## src/rtl/core/lhc_pkg.sv

```systemverilog
// Package for the LED hue/saturation/brightness color controller.
// Command and divider-select codes, fixed-point reciprocals, shared structs.
// No dependencies.
package lhc_pkg;

  typedef enum logic [1:0] {
    OP_SET_POWER = 2'd0,
    OP_SET_LEVEL = 2'd1,
    OP_SET_COLOR = 2'd2,
    OP_TOGGLE    = 2'd3
  } op_e;

  // Constant divisor picked for the shared multiply/divide unit
  typedef enum logic [1:0] {
    DIV_RAW    = 2'd0,
    DIV_PCT    = 2'd1,
    DIV_SECTOR = 2'd2
  } div_e;

  localparam int unsigned HueFull   = 360;
  localparam int unsigned RawSpan   = 254;
  localparam int unsigned PctFull   = 100;
  localparam int unsigned SectorDeg = 60;

  localparam int unsigned LevelW = 8;
  localparam int unsigned HueW   = 9;
  localparam int unsigned SatW   = 7;
  localparam int unsigned OperW  = 9;   // multiplier operands
  localparam int unsigned ProdW  = 17;  // every product used stays below 2^17
  localparam int unsigned QuotW  = 9;   // largest quotient is 361
  localparam int unsigned RecipW = 20;

  // q = (p * ceil(2^S / d)) >> S is exact for p < 2^17 when the rounding
  // error of the reciprocal is at most 2^(S-17); S = 25 covers d <= 256.
  localparam int unsigned RecipShift = 25;
  localparam logic [RecipW-1:0] RecipRaw =
    RecipW'((2**RecipShift + RawSpan - 1) / RawSpan);
  localparam logic [RecipW-1:0] RecipPct =
    RecipW'((2**RecipShift + PctFull - 1) / PctFull);
  localparam logic [RecipW-1:0] RecipSector =
    RecipW'((2**RecipShift + SectorDeg - 1) / SectorDeg);

  typedef struct packed {
    logic [LevelW-1:0] mx;
    logic [LevelW-1:0] mn;
    logic [LevelW-1:0] adj;
    logic [2:0]        sect;
  } mix_in_t;

  typedef struct packed {
    logic [LevelW-1:0] red;
    logic [LevelW-1:0] green;
    logic [LevelW-1:0] blue;
  } color_t;

endpackage

```

## src/rtl/core/lhc_ifs.sv

```systemverilog
// Valid/ready channels of the color controller: command in, RGB word out.
// Depends on lhc_pkg.
interface lhc_cmd_if;
  import lhc_pkg::*;
  logic       valid;
  logic       ready;
  op_e        op;
  logic       on_value;
  logic [7:0] level_in;
  logic [7:0] hue_in;
  logic [7:0] sat_in;

  modport source (output valid, op, on_value, level_in, hue_in, sat_in, input ready);
  modport sink   (input valid, op, on_value, level_in, hue_in, sat_in, output ready);
endinterface

interface lhc_rgb_if;
  logic       valid;
  logic       ready;
  logic [7:0] red;
  logic [7:0] green;
  logic [7:0] blue;
  logic [7:0] level_now;
  logic       is_on;

  modport source (output valid, red, green, blue, level_now, is_on, input ready);
  modport sink   (input valid, red, green, blue, level_now, is_on, output ready);
endinterface

```

## src/rtl/core/lhc_muldiv.sv

```systemverilog
// Shared two-stage unit: q = (a * b) / d for d in {254, 100, 60}.
// Stage 1 multiplies, stage 2 divides by a reciprocal multiply. Uses lhc_pkg.
module lhc_muldiv (
  input  logic                          clk_i,
  input  logic                          rst_ni,
  input  logic                          start_i,
  input  logic [lhc_pkg::OperW-1:0]     a_i,
  input  logic [lhc_pkg::OperW-1:0]     b_i,
  input  lhc_pkg::div_e                 div_i,
  output logic [lhc_pkg::QuotW-1:0]     q_o,
  output logic                          done_o
);
  import lhc_pkg::*;

  localparam int unsigned FullW = ProdW + RecipW;

  logic                v1_q, v2_q;
  logic [ProdW-1:0]    prod_d, prod_q;
  logic [RecipW-1:0]   recip_d, recip_q;
  logic [FullW-1:0]    full;
  logic [QuotW-1:0]    q_d, q_q;

  assign prod_d = ProdW'(a_i) * ProdW'(b_i);

  always_comb begin
    unique case (div_i)
      DIV_RAW:    recip_d = RecipRaw;
      DIV_PCT:    recip_d = RecipPct;
      DIV_SECTOR: recip_d = RecipSector;
      default:    recip_d = RecipSector;
    endcase
  end

  assign full = FullW'(prod_q) * FullW'(recip_q);
  assign q_d  = full[RecipShift +: QuotW];

  always_ff @(posedge clk_i or negedge rst_ni) begin
    if (!rst_ni) begin
      v1_q    <= 1'b0;
      v2_q    <= 1'b0;
      prod_q  <= '0;
      recip_q <= '0;
      q_q     <= '0;
    end else begin
      v1_q <= start_i;
      v2_q <= v1_q;
      if (start_i) begin
        prod_q  <= prod_d;
        recip_q <= recip_d;
      end
      if (v1_q) begin
        q_q <= q_d;
      end
    end
  end

  assign q_o    = q_q;
  assign done_o = v2_q;

endmodule

```

## src/rtl/core/lhc_mix.sv

```systemverilog
// Hue-sector channel mix: places max, min and ramp onto red, green, blue.
// Uses lhc_pkg.
module lhc_mix (
  input  lhc_pkg::mix_in_t mix_i,
  output lhc_pkg::color_t  color_o
);
  import lhc_pkg::*;

  logic [LevelW-1:0] up, down;

  assign up   = LevelW'(mix_i.mn + mix_i.adj);
  assign down = LevelW'(mix_i.mx - mix_i.adj);

  always_comb begin
    unique case (mix_i.sect)
      3'd0: color_o = '{red: mix_i.mx, green: up,       blue: mix_i.mn};
      3'd1: color_o = '{red: down,     green: mix_i.mx, blue: mix_i.mn};
      3'd2: color_o = '{red: mix_i.mn, green: mix_i.mx, blue: up};
      3'd3: color_o = '{red: mix_i.mn, green: down,     blue: mix_i.mx};
      3'd4: color_o = '{red: up,       green: mix_i.mn, blue: mix_i.mx};
      default: color_o = '{red: mix_i.mx, green: mix_i.mn, blue: down};
    endcase
  end

endmodule

```

## src/rtl/core/led_hsb_color_controller.sv

```systemverilog
// LED color controller: power flag, level, hue and saturation to an RGB word.
// Set_power, set_level and toggle take three passes through the shared
// multiply/divide unit plus the output load; set_color takes five passes.
// A command is taken only in idle, so the next one waits for the output load,
// which stalls while the last word is not taken; a set_power that keeps the flag makes no word.
// Reset (async, active low): off, level 255, hue 0, saturation 0, no word.
module led_hsb_color_controller (
  input  logic            clk_i,
  input  logic            rst_ni,
  lhc_cmd_if.sink         cmd_i,
  lhc_rgb_if.source       rgb_o
);
  import lhc_pkg::*;

  typedef enum logic [2:0] {
    S_IDLE, S_HUE, S_SAT, S_MIN, S_SECT, S_ADJ, S_OUT
  } state_e;

  state_e            state_d, state_q;
  logic              wait_d, wait_q;
  logic              power_d, power_q;
  logic [LevelW-1:0] level_d, level_q;
  logic [HueW-1:0]   hue_d, hue_q;
  logic [SatW-1:0]   sat_d, sat_q;
  logic [7:0]        hraw_d, hraw_q;
  logic [7:0]        sraw_d, sraw_q;
  logic [LevelW-1:0] mx_d, mx_q;
  logic [LevelW-1:0] mn_d, mn_q;
  logic [LevelW-1:0] adj_d, adj_q;
  logic [2:0]        sect_d, sect_q;
  logic [5:0]        rem_d, rem_q;
  logic              out_valid_d, out_valid_q;
  color_t            out_color_d, out_color_q;
  logic [LevelW-1:0] out_level_d, out_level_q;
  logic              out_on_d, out_on_q;

  logic              start;
  logic [OperW-1:0]  opa, opb;
  div_e              dsel;
  logic [QuotW-1:0]  quot;
  logic              done;
  mix_in_t           mix_in;
  color_t            mix_out;

  lhc_muldiv u_muldiv (
    .clk_i   (clk_i),
    .rst_ni  (rst_ni),
    .start_i (start),
    .a_i     (opa),
    .b_i     (opb),
    .div_i   (dsel),
    .q_o     (quot),
    .done_o  (done)
  );

  assign mix_in = '{mx: mx_q, mn: mn_q, adj: adj_q, sect: sect_q};

  lhc_mix u_mix (
    .mix_i   (mix_in),
    .color_o (mix_out)
  );

  always_comb begin
    state_d     = state_q;
    wait_d      = wait_q;
    power_d     = power_q;
    level_d     = level_q;
    hue_d       = hue_q;
    sat_d       = sat_q;
    hraw_d      = hraw_q;
    sraw_d      = sraw_q;
    mx_d        = mx_q;
    mn_d        = mn_q;
    adj_d       = adj_q;
    sect_d      = sect_q;
    rem_d       = rem_q;
    out_valid_d = out_valid_q && !rgb_o.ready;
    out_color_d = out_color_q;
    out_level_d = out_level_q;
    out_on_d    = out_on_q;
    start       = 1'b0;
    opa         = '0;
    opb         = '0;
    dsel        = DIV_RAW;

    unique case (state_q)
      S_IDLE: begin
        if (cmd_i.valid) begin
          unique case (cmd_i.op)
            OP_SET_POWER: begin
              if (cmd_i.on_value != power_q) begin
                power_d = cmd_i.on_value;
                mx_d    = cmd_i.on_value ? level_q : '0;
                state_d = S_MIN;
              end
            end
            OP_SET_LEVEL: begin
              level_d = cmd_i.level_in;
              mx_d    = cmd_i.level_in;
              state_d = S_MIN;
            end
            OP_SET_COLOR: begin
              hraw_d  = cmd_i.hue_in;
              sraw_d  = cmd_i.sat_in;
              mx_d    = level_q;
              state_d = S_HUE;
            end
            default: begin
              power_d = !power_q;
              level_d = power_q ? '0 : '1;
              mx_d    = power_q ? '0 : '1;
              state_d = S_MIN;
            end
          endcase
        end
      end
      S_HUE: begin
        opa    = OperW'(hraw_q);
        opb    = OperW'(HueFull);
        dsel   = DIV_RAW;
        start  = !wait_q;
        wait_d = 1'b1;
        if (done) begin
          wait_d  = 1'b0;
          // raw 254 and 255 scale past a full turn
          hue_d   = (quot >= QuotW'(HueFull)) ? HueW'(quot - QuotW'(HueFull)) : HueW'(quot);
          state_d = S_SAT;
        end
      end
      S_SAT: begin
        opa    = OperW'(sraw_q);
        opb    = OperW'(PctFull);
        dsel   = DIV_RAW;
        start  = !wait_q;
        wait_d = 1'b1;
        if (done) begin
          wait_d  = 1'b0;
          sat_d   = SatW'(quot);
          state_d = S_MIN;
        end
      end
      S_MIN: begin
        opa    = OperW'(mx_q);
        opb    = OperW'(PctFull) - OperW'(sat_q);
        dsel   = DIV_PCT;
        start  = !wait_q;
        wait_d = 1'b1;
        if (done) begin
          wait_d  = 1'b0;
          mn_d    = LevelW'(quot);
          state_d = S_SECT;
        end
      end
      S_SECT: begin
        opa    = OperW'(hue_q);
        opb    = OperW'(1);
        dsel   = DIV_SECTOR;
        start  = !wait_q;
        wait_d = 1'b1;
        if (done) begin
          wait_d  = 1'b0;
          sect_d  = quot[2:0];
          // hue - 60*sector, with 60 = 64 - 4
          rem_d   = 6'(hue_q - ((HueW'(quot) << 6) - (HueW'(quot) << 2)));
          state_d = S_ADJ;
        end
      end
      S_ADJ: begin
        opa    = OperW'(LevelW'(mx_q - mn_q));
        opb    = OperW'(rem_q);
        dsel   = DIV_SECTOR;
        start  = !wait_q;
        wait_d = 1'b1;
        if (done) begin
          wait_d  = 1'b0;
          adj_d   = LevelW'(quot);
          state_d = S_OUT;
        end
      end
      S_OUT: begin
        if (!out_valid_q || rgb_o.ready) begin
          out_valid_d = 1'b1;
          out_color_d = mix_out;
          out_level_d = level_q;
          out_on_d    = power_q;
          state_d     = S_IDLE;
        end
      end
      default: state_d = S_IDLE;
    endcase
  end

  always_ff @(posedge clk_i or negedge rst_ni) begin
    if (!rst_ni) begin
      state_q     <= S_IDLE;
      wait_q      <= 1'b0;
      power_q     <= 1'b0;
      level_q     <= '1;
      hue_q       <= '0;
      sat_q       <= '0;
      hraw_q      <= '0;
      sraw_q      <= '0;
      mx_q        <= '0;
      mn_q        <= '0;
      adj_q       <= '0;
      sect_q      <= '0;
      rem_q       <= '0;
      out_valid_q <= 1'b0;
      out_color_q <= '0;
      out_level_q <= '0;
      out_on_q    <= 1'b0;
    end else begin
      state_q     <= state_d;
      wait_q      <= wait_d;
      power_q     <= power_d;
      level_q     <= level_d;
      hue_q       <= hue_d;
      sat_q       <= sat_d;
      hraw_q      <= hraw_d;
      sraw_q      <= sraw_d;
      mx_q        <= mx_d;
      mn_q        <= mn_d;
      adj_q       <= adj_d;
      sect_q      <= sect_d;
      rem_q       <= rem_d;
      out_valid_q <= out_valid_d;
      out_color_q <= out_color_d;
      out_level_q <= out_level_d;
      out_on_q    <= out_on_d;
    end
  end

  assign cmd_i.ready     = (state_q == S_IDLE);
  assign rgb_o.valid     = out_valid_q;
  assign rgb_o.red       = out_color_q.red;
  assign rgb_o.green     = out_color_q.green;
  assign rgb_o.blue      = out_color_q.blue;
  assign rgb_o.level_now = out_level_q;
  assign rgb_o.is_on     = out_on_q;

endmodule
```

## src/flat_wrapper.sv

```systemverilog
// flat-port wrapper written by rule: the top's interface ports become plain ports
module led_hsb_color_controller_flat import lhc_pkg::*;
  (clk_i, rst_ni, cmd_i_valid, cmd_i_op, cmd_i_on_value, cmd_i_level_in, cmd_i_hue_in, cmd_i_sat_in, cmd_i_ready, rgb_o_valid, rgb_o_red, rgb_o_green, rgb_o_blue, rgb_o_level_now, rgb_o_is_on, rgb_o_ready);
  lhc_cmd_if cmd_i_i ();
  lhc_rgb_if rgb_o_i ();
  input  logic clk_i;
  input  logic rst_ni;
  input wire logic [$bits(cmd_i_i.valid)-1:0] cmd_i_valid;
  input wire logic [$bits(cmd_i_i.op)-1:0] cmd_i_op;
  input wire logic [$bits(cmd_i_i.on_value)-1:0] cmd_i_on_value;
  input wire logic [$bits(cmd_i_i.level_in)-1:0] cmd_i_level_in;
  input wire logic [$bits(cmd_i_i.hue_in)-1:0] cmd_i_hue_in;
  input wire logic [$bits(cmd_i_i.sat_in)-1:0] cmd_i_sat_in;
  output wire logic [$bits(cmd_i_i.ready)-1:0] cmd_i_ready;
  output wire logic [$bits(rgb_o_i.valid)-1:0] rgb_o_valid;
  output wire logic [$bits(rgb_o_i.red)-1:0] rgb_o_red;
  output wire logic [$bits(rgb_o_i.green)-1:0] rgb_o_green;
  output wire logic [$bits(rgb_o_i.blue)-1:0] rgb_o_blue;
  output wire logic [$bits(rgb_o_i.level_now)-1:0] rgb_o_level_now;
  output wire logic [$bits(rgb_o_i.is_on)-1:0] rgb_o_is_on;
  input wire logic [$bits(rgb_o_i.ready)-1:0] rgb_o_ready;
  assign cmd_i_i.valid = cmd_i_valid;
  assign cmd_i_i.op = cmd_i_op;
  assign cmd_i_i.on_value = cmd_i_on_value;
  assign cmd_i_i.level_in = cmd_i_level_in;
  assign cmd_i_i.hue_in = cmd_i_hue_in;
  assign cmd_i_i.sat_in = cmd_i_sat_in;
  assign cmd_i_ready = cmd_i_i.ready;
  assign rgb_o_valid = rgb_o_i.valid;
  assign rgb_o_red = rgb_o_i.red;
  assign rgb_o_green = rgb_o_i.green;
  assign rgb_o_blue = rgb_o_i.blue;
  assign rgb_o_level_now = rgb_o_i.level_now;
  assign rgb_o_is_on = rgb_o_i.is_on;
  assign rgb_o_i.ready = rgb_o_ready;
  led_hsb_color_controller u_core (.clk_i(clk_i), .rst_ni(rst_ni), .cmd_i(cmd_i_i), .rgb_o(rgb_o_i));
endmodule
```

## config.mk

```make
export PLATFORM = sky130hd
export DESIGN_NAME = led_hsb_color_controller_flat
export DESIGN_NICKNAME = d
export VERILOG_FILES = /design/src/rtl/core/lhc_pkg.sv /design/src/rtl/core/lhc_ifs.sv /design/src/rtl/core/lhc_muldiv.sv /design/src/rtl/core/lhc_mix.sv /design/src/rtl/core/led_hsb_color_controller.sv /design/src/flat_wrapper.sv
export SDC_FILE = /design/constraint.sdc
export NUM_CORES = 1
export LEC_CHECK = 0
export BUFFER_PORTS_ARGS = -buffer_cell sky130_fd_sc_hd__buf_2
export CAP_MARGIN = 20
export CORE_AREA = 2 2 183 185
export CTS_CLUSTER_DIAMETER = 100
export CTS_CLUSTER_SIZE = 40
export DETAILED_ROUTE_END_ITERATION = 12
export DIE_AREA = 0 0 185 187
export GPL_ROUTABILITY_DRIVEN = 1
export PLACE_DENSITY = 0.71
export SYNTH_ARGS = -nofsm -noshare
export SYNTH_HDL_FRONTEND = slang
export SYNTH_SLANG_ARGS = --single-unit
```

## constraint.sdc

```tcl
create_clock -name clk_i -period 9.6 [get_ports clk_i]
set_clock_uncertainty 0.1 [all_clocks]
set_input_delay 0.96 -clock clk_i [delete_from_list [all_inputs] [get_ports clk_i]]
set_output_delay 0.96 -clock clk_i [all_outputs]
set_load 0.02 [all_outputs]
```

==> impl_metrics.py, run 1 <==
metrics = {
    "run_status": {
        "outcome": "completed",
    },
    "global_route": {
        "grt_max_degree": 76,
        "antenna_found_initial": 0,
        "grt_overflow": 0,
        "grtUsageTotal": 0.266,
        "grt_pass1_wl_mm": 72.6,
        "grt_pass1_vias": 14200,
    },
    "floorplan": {
        "fp.dieW_um": 185,
        "ios": 66,
        "core_mm2": 0.0329,
        "dieArea_mm2": 0.0346,
        "fp-row-count": 67,
        "initial_core_util": 0.537,
        "die_y_um": 187,
    },
    "place": {
        "port_buffers": 65,
        "dp_hpwl_mm": 35.0,
        "finalWeightedCongestion": 0.936,
        "post-place-ws_ns": 2.92,
    },
    "logic_synthesis": {
        "syn_area_mm2": 0.0177,
        "netlist_instances": 1936,
        "synthMuxAreaShare": 0.0330,
        "synth_ff_type": "dfrtp_1",
        "yosysWarnings": 0,
        "syn_area_per_cell_um2": 9.12,
        "synth-edff-count": 0,
        "ys_ff_latch": 146,
        "yosysMostFrequentCell": "inv_1",
        "synth_top_family_by_area": "adder cells",
        "synth-xor-area-share": 0.0248,
        "synthSimpleGateAreaFrac": 0.130,
        "synth_commonest_cells": "inv_1 (408), nand2_1 (239), fa_1 (218)",
        "synth_compound_area_frac": 0.105,
        "synth_fa_ha_area_frac": 0.400,
        "ys_seq_area_frac": 0.207,
        "post-synth-top-area-cell": "fa_1",
        "synth_top_area_share": 0.247,
        "synth_cell_types": 60,
        "netlist_top_cells_area": "fa_1 (25%), dfrtp_1 (20%), ha_1 (15%)",
        "async_flop_share": 1.00,
    },
    "cts": {
        "cts-root-buf": "clkbuf_16",
        "postCtsSetupBuffers": 0,
        "cts_buffers": 17,
        "clk_path_buf_depth": 2,
        "cts_tree": "yes",
        "cts_resized": 0,
        "cts-htree-levels": 4,
        "clk_pin_slew_ns": 0.07,
        "clk_latency_ns": 0.44,
        "clock-sinks": 146,
        "postCtsHoldBufs": 0,
    },
    "critical_path": {
        "worstSetupPathType": "reg2reg",
        "critPathRequiredTime_ns": 9.86,
        "rrSetupSlack_ns": 2.81,
        "r2r_end": "u_core.u_muldiv.prod_q[16]$_DFFE_PN0P_",
        "crit_slowest_cell": "dfrtp_1",
        "cp_max_fo": 16,
        "cp_num_buf_inv": 5,
        "max_stage_delay_ns": 0.69,
        "critPathLaunchType": "flop",
        "cp-end-kind": "flop",
        "path_cells": "inv_1 -> nor2_1 -> nand2_1 -> o221ai_1 -> nand2b_1 -> or2_2 -> fa_1 -> inv_1 -> ha_1 -> ha_1 -> inv_1 -> fa_1 -> inv_1 -> ha_1 -> inv_1 -> fa_1 -> nor2b_1 -> o21a_1 -> o21ai_0 -> a21o_1 -> a21oi_1 -> nor4_1 -> or3_1 -> a31oi_1",
        "r2r-start": "u_core.state_q[1]$_DFFE_PN0P_",
        "crit_path_frequent_cell": "inv_1",
        "cp_top_family": "adder cells",
        "arrival_ns": 7.05,
        "rr_worst_depth": 24,
    },
    "finish": {
        "areaGrowthSynthToFinish_pct": 7.71,
        "fillers": 2934,
        "finalNetCount": 2440,
        "drive_above_1_share": 0.0825,
        "diodes": 0,
    },
    "hold_path": {
        "holdPathStages": 2,
        "min_path_type": "reg2reg",
        "hp-start": "u_core.rgb_o.level_now[3]$_DFFE_PN0P_",
        "hold_end": "u_core.rgb_o.level_now[3]$_DFFE_PN0P_",
    },
    "detailed_routing": {
        "wl_per_cell_um": 17.7,
        "drt_first_iter_violations": 937,
        "vias": 13400,
        "via_per_inst": 5.50,
        "drtAntennaViolNets": 0,
        "route.detailed.drc": 0,
        "wirelength_mm": 43.0,
        "drtPass1Iterations": 5,
    },
    "sta": {
        "setup_viol": 0,
        "fmax_ghz": 0.147,
        "period_share": 0.707,
        "hold_viol": 0,
        "finalMaxSlewViolations": 0,
        "rsz0062_at_grt": "no",
        "setup_slack_ns": 2.81,
        "whs_ns": 0.378,
        "relSlewSlack": 0.362,
        "period_minus_slack_ns": 6.79,
        "setup_tns_ns": 0,
        "tightest_slew_ns": 0.957,
    },
    "run": {
        "drv_cap": 0,
    },
}
[area by class of cell]
type                    instances  area [um^2]  area share
multi-input cells            1331        12300       0.645
clock buffers                  17          425      0.0224
clock inverters                15          191      0.0101
well taps                     448          561      0.0295
repair buffers                 70          369      0.0194
flip-flops and latches        146         3660       0.193
inverters                     409         1540      0.0807
[cell families after synthesis]
| group | after synthesis |
|---|---|
| muxes | 53 |
| adders and majority gates | 434 |
| and+or+nand+nor | 500 |
| other | 2 |
| AOI/OAI and AO/OA | 287 |
| xor gates and xnor gates | 50 |
| buffers and inverters | 464 |
| DFF | 146 |
[per-layer routing]
layer | routed length [um] | up-vias | global-route usage
li1 | - | 6276 | -
met1 | 18100 | 6647 | 0.344
met2 | 21400 | 373 | 0.453
met3 | 1740 | 96 | 0.0271
met4 | 1700 | 0 | 0.113
met5 | 0 | - | 0
[layout by cell type, fill, tap and decap left out, types with 7 or more instances in the layout]
master	netlist	routed
nand2b_1	8	8
xnor2_1	32	32
or3_1	11	11
and2_1	74	74
o31ai_1	12	12
nand3_1	27	27
o221ai_1	8	8
buf_2	2	64
ha_1	216	216
a21oi_1	64	64
a221oi_1	14	14
dfrtp_1	138	138
nand2_1	239	239
mux2_2	42	42
o21ai_0	87	87
a21o_1	17	17
dfstp_2	8	8
clkbuf_16	0	17
nor2_1	74	74
conb_1	2	7
mux2i_1	11	11
o22ai_1	11	11
nor4_1	7	7
inv_1	408	408
nor3_1	21	20
xor2_1	18	18
a31oi_1	8	8
a211oi_1	9	9
fa_1	218	218
nor2b_1	17	17
inv_8	0	7
[registers in the layout, summed over array words and instances, names as in the netlist, 8 cells and up]
name	flops
u_core.u_muldiv.q_o	9
u_core.rgb_o.level_now	8
u_core.rgb_o.green	8
u_core.mn_q	8
u_core.rgb_o.blue	8
u_core.hue_q	9
u_core.sraw_q	8
u_core.hraw_q	8
u_core.adj_q	8
u_core.mx_q	8
u_core.rgb_o.red	8
u_core.u_muldiv.prod_q	17
u_core.level_q	8
[metrics by stage]
step | utilization | cells | instance area, um^2
2_1_floorplan | - | 1941 | 17700
3_3_place_gp | 0.560 | 2404 | 18400
3_5_place_dp | 0.560 | 2404 | 18400
4_1_cts | 0.579 | 2436 | 19000
5_1_grt | 0.579 | 2436 | 19000
6_report | 0.579 | 2436 | 19000
[worst register-to-register path, delay by kind of cell, from the launching register on]
kind,cells,cell delay (ns)
simple gates,7,1.86
fa+ha+maj,6,1.97
buf+inv,5,0.64
compound gates,6,1.45
flops,1,0.69
[how the worst max path moves through the flow]
stage	to	cells after the start	slack (ns)	startpoint
after floorplan	u_core.u_muldiv.q_o[8]$_DFFE_PN0P_	21	3.42	u_core.u_muldiv.recip_q[18]$_DFFE_PN0P_
after global placement	u_core.u_muldiv.prod_q[16]$_DFFE_PN0P_	21	2.96	u_core.state_q[1]$_DFFE_PN0P_
after detailed placement	u_core.u_muldiv.prod_q[16]$_DFFE_PN0P_	20	2.92	u_core.state_q[2]$_DFFE_PN0P_
after CTS	u_core.u_muldiv.prod_q[16]$_DFFE_PN0P_	21	2.89	u_core.state_q[1]$_DFFE_PN0P_
after global routing	u_core.u_muldiv.prod_q[16]$_DFFE_PN0P_	21	2.22	u_core.state_q[1]$_DFFE_PN0P_
final	u_core.u_muldiv.prod_q[16]$_DFFE_PN0P_	24	2.81	u_core.state_q[1]$_DFFE_PN0P_
Power of run 1 is not shown: default switching activity piles up to over one toggle a cycle in this logic, so the estimate is an artifact.
==> run 2, diff against run 1 <==
--- a/config.mk
+++ b/config.mk
@@ -13,7 +13,7 @@
 export DETAILED_ROUTE_END_ITERATION = 12
 export DIE_AREA = 0 0 185 187
 export GPL_ROUTABILITY_DRIVEN = 1
-export PLACE_DENSITY = 0.71
+export PLACE_DENSITY = 0.74
 export SYNTH_ARGS = -nofsm -noshare
 export SYNTH_HDL_FRONTEND = slang
 export SYNTH_SLANG_ARGS = --single-unit
==> constraint.sdc (replaced) <==
create_clock -name clk_i -period 5.6 [get_ports clk_i]
set_clock_uncertainty 0.1 [all_clocks]
set_input_delay 0.56 -clock clk_i [delete_from_list [all_inputs] [get_ports clk_i]]
set_output_delay 0.56 -clock clk_i [all_outputs]
set_load 0.02 [all_outputs]
==> run 2 against run 1 <==
Against the previous run:
- hold slack worse by 0.24 ns
- clock-buffer cell count increased by 1
- critical path depth decreased by 2
- the run now ends with setup timing left
- routed wire length is 11% higher
- sequential share of layout area is 2.3 points lower
==> impl_metrics.py, run 2 (synthesis results as in run 1) <==
metrics = {
    "critical_path": {
        "cp-end-kind": "flop",
        "worstSetupPathType": "reg2reg",
        "arrival_ns": 6.35,
        "critPathLaunchType": "flop",
        "max_stage_delay_ns": 0.53,
        "cp_max_fo": 8,
        "cp_num_buf_inv": 6,
        "path_cells": "and2_1 -> buf_4 -> ha_1 -> inv_1 -> fa_1 -> fa_1 -> inv_1 -> fa_1 -> inv_1 -> fa_1 -> fa_1 -> inv_1 -> ha_4 -> a21oi_4 -> nor4_2 -> o211ai_1 -> o311ai_4 -> buf_6 -> o311ai_4 -> a211oi_2 -> or3_1 -> a31o_1",
        "cp_top_family": "adder cells",
        "crit_slowest_cell": "fa_1",
        "critPathRequiredTime_ns": 5.82,
        "crit_path_frequent_cell": "fa_1",
    },
    "global_route": {
        "antenna_found_initial": 0,
        "grt_overflow": 0,
        "grt_pass1_vias": 15600,
        "grt_max_degree": 102,
        "grt_pass1_wl_mm": 77.9,
        "grtUsageTotal": 0.286,
    },
    "sta": {
        "setup_slack_ns": -0.533,
        "period_share": 1.10,
        "rsz0062_at_grt": "yes",
        "hold_viol": 0,
        "whs_ns": 0.138,
        "finalMaxSlewViolations": 0,
        "period_minus_slack_ns": 6.13,
        "setup_viol": 15,
        "fmax_ghz": 0.163,
        "relSlewSlack": 0.264,
        "tightest_slew_ns": 1.10,
    },
    "place": {
        "finalWeightedCongestion": 0.934,
        "dp_hpwl_mm": 38.7,
        "port_buffers": 65,
    },
    "cts": {
        "cts_buffers": 17,
        "cts-root-buf": "clkbuf_16",
        "clk_latency_ns": 0.43,
        "cts-htree-levels": 4,
        "clk_path_buf_depth": 2,
        "clock-sinks": 146,
        "clk_pin_slew_ns": 0.07,
        "cts_tree": "yes",
    },
    "detailed_routing": {
        "drtAntennaViolNets": 0,
        "drt_first_iter_violations": 852,
        "drtPass1Iterations": 7,
        "wl_per_cell_um": 18.0,
        "route.detailed.drc": 0,
        "vias": 14400,
        "wirelength_mm": 47.9,
        "via_per_inst": 5.41,
    },
    "run_status": {
        "outcome": "finished, violations left",
        "violations": "setup timing",
    },
    "run": {
        "drv_cap": 0,
    },
    "floorplan": {
        "fp-row-count": 67,
        "die_y_um": 187,
        "core_mm2": 0.0329,
        "initial_core_util": 0.537,
        "ios": 66,
        "fp.dieW_um": 185,
        "dieArea_mm2": 0.0346,
    },
    "finish": {
        "diodes": 0,
        "final_common_cell": "inv_1",
        "drive_above_1_share": 0.237,
        "layout_common_cells": "inv_1 (386), nand2_1 (228), buf_4 (215)",
        "fillers": 2604,
        "largest_register": "u_core.u_muldiv.prod_q",
        "seqCellArea_mm2": 0.00367,
        "finalNetCount": 2669,
        "multiInputGateArea_mm2": 0.0130,
        "largest_reg_flops": 17,
        "areaGrowthSynthToFinish_pct": 22.5,
    },
    "hold_path": {
        "min_path_type": "in2async",
    },
}
==> run 2: repair_timing <==
action                     CTS  global route
resized for setup          103            48
setup buffers               22             9
pin swaps                   77            37
setup endpoints to repair   18            19
hold buffers                 0             0
==> run 2: area by class of cell <==
class                           instances  area share
Sequential cell                       146       0.170
Timing Repair Buffer                  299       0.102
Multi-Input combinational cell       1331       0.602
Clock inverter                         14     0.00949
Clock buffer                           18      0.0198
Inverter                              409      0.0713
Tap cell                              448      0.0259
==> run 2: layer usage <==
layer,global-route usage,wire length [um]
met5,0,0
met1,0.342,19000
met2,0.517,24800
met3,0.0306,2010
met4,0.128,2140
==> run 2: worst register-to-register path, cell delays in order, from the launching register on <==
cell and delay [ns]:
dfrtp_2 0.47, and2_1 0.21, buf_4 0.16, ha_1 0.28, inv_1 0.05, fa_1 0.48, fa_1 0.53, inv_1 0.06
fa_1 0.53, inv_1 0.06, fa_1 0.45, fa_1 0.49, inv_1 0.06, ha_4 0.25, a21oi_4 0.18, nor4_2 0.08
o211ai_1 0.27, o311ai_4 0.15, buf_6 0.16, o311ai_4 0.28, a211oi_2 0.14, or3_1 0.38, a31o_1 0.21
==> run 2: worst paths after layout <==
path | start | slack [ns] | to | cells past startpoint
hold reg to reg | u_core.rgb_o.level_now[7]$_DFFE_PN0P_ | 0.38 | u_core.rgb_o.level_now[7]$_DFFE_PN0P_ | 2
hold / removal | rst_ni | 0.14 | u_core.rgb_o.level_now[0]$_DFFE_PN0P_ | 1
min in group clk_i | cmd_i_hue_in[0] | 0.26 | u_core.hraw_q[0]$_DFFE_PN0P_ | 2
setup reg to reg | u_core.u_muldiv.recip_q[18]$_DFFE_PN0P_ | -0.53 | u_core.u_muldiv.q_o[8]$_DFFE_PN0P_ | 22
setup / recovery | u_core.u_muldiv.recip_q[18]$_DFFE_PN0P_ | -0.53 | u_core.u_muldiv.q_o[8]$_DFFE_PN0P_ | 22
max in group asynchronous | rst_ni | 4.10 | u_core.u_muldiv.prod_q[5]$_DFFE_PN0P_ | 2
==> run 2: stage by stage <==
stage                util  std cells  setup WS, ns  area (um^2)  TNS, ns
floorplan               -       1941        -0.308        17900   -0.731
CTS                 0.651       2660        -0.458        21400    -4.71
finish              0.658       2665        -0.533        21600    -4.95
global route        0.658       2665        -0.736        21600    -8.35
detailed placement  0.614       2607        -0.675        20200    -7.83
global placement    0.614       2607        -0.554        20200    -5.69
Power of run 2 is left out for the same reason.
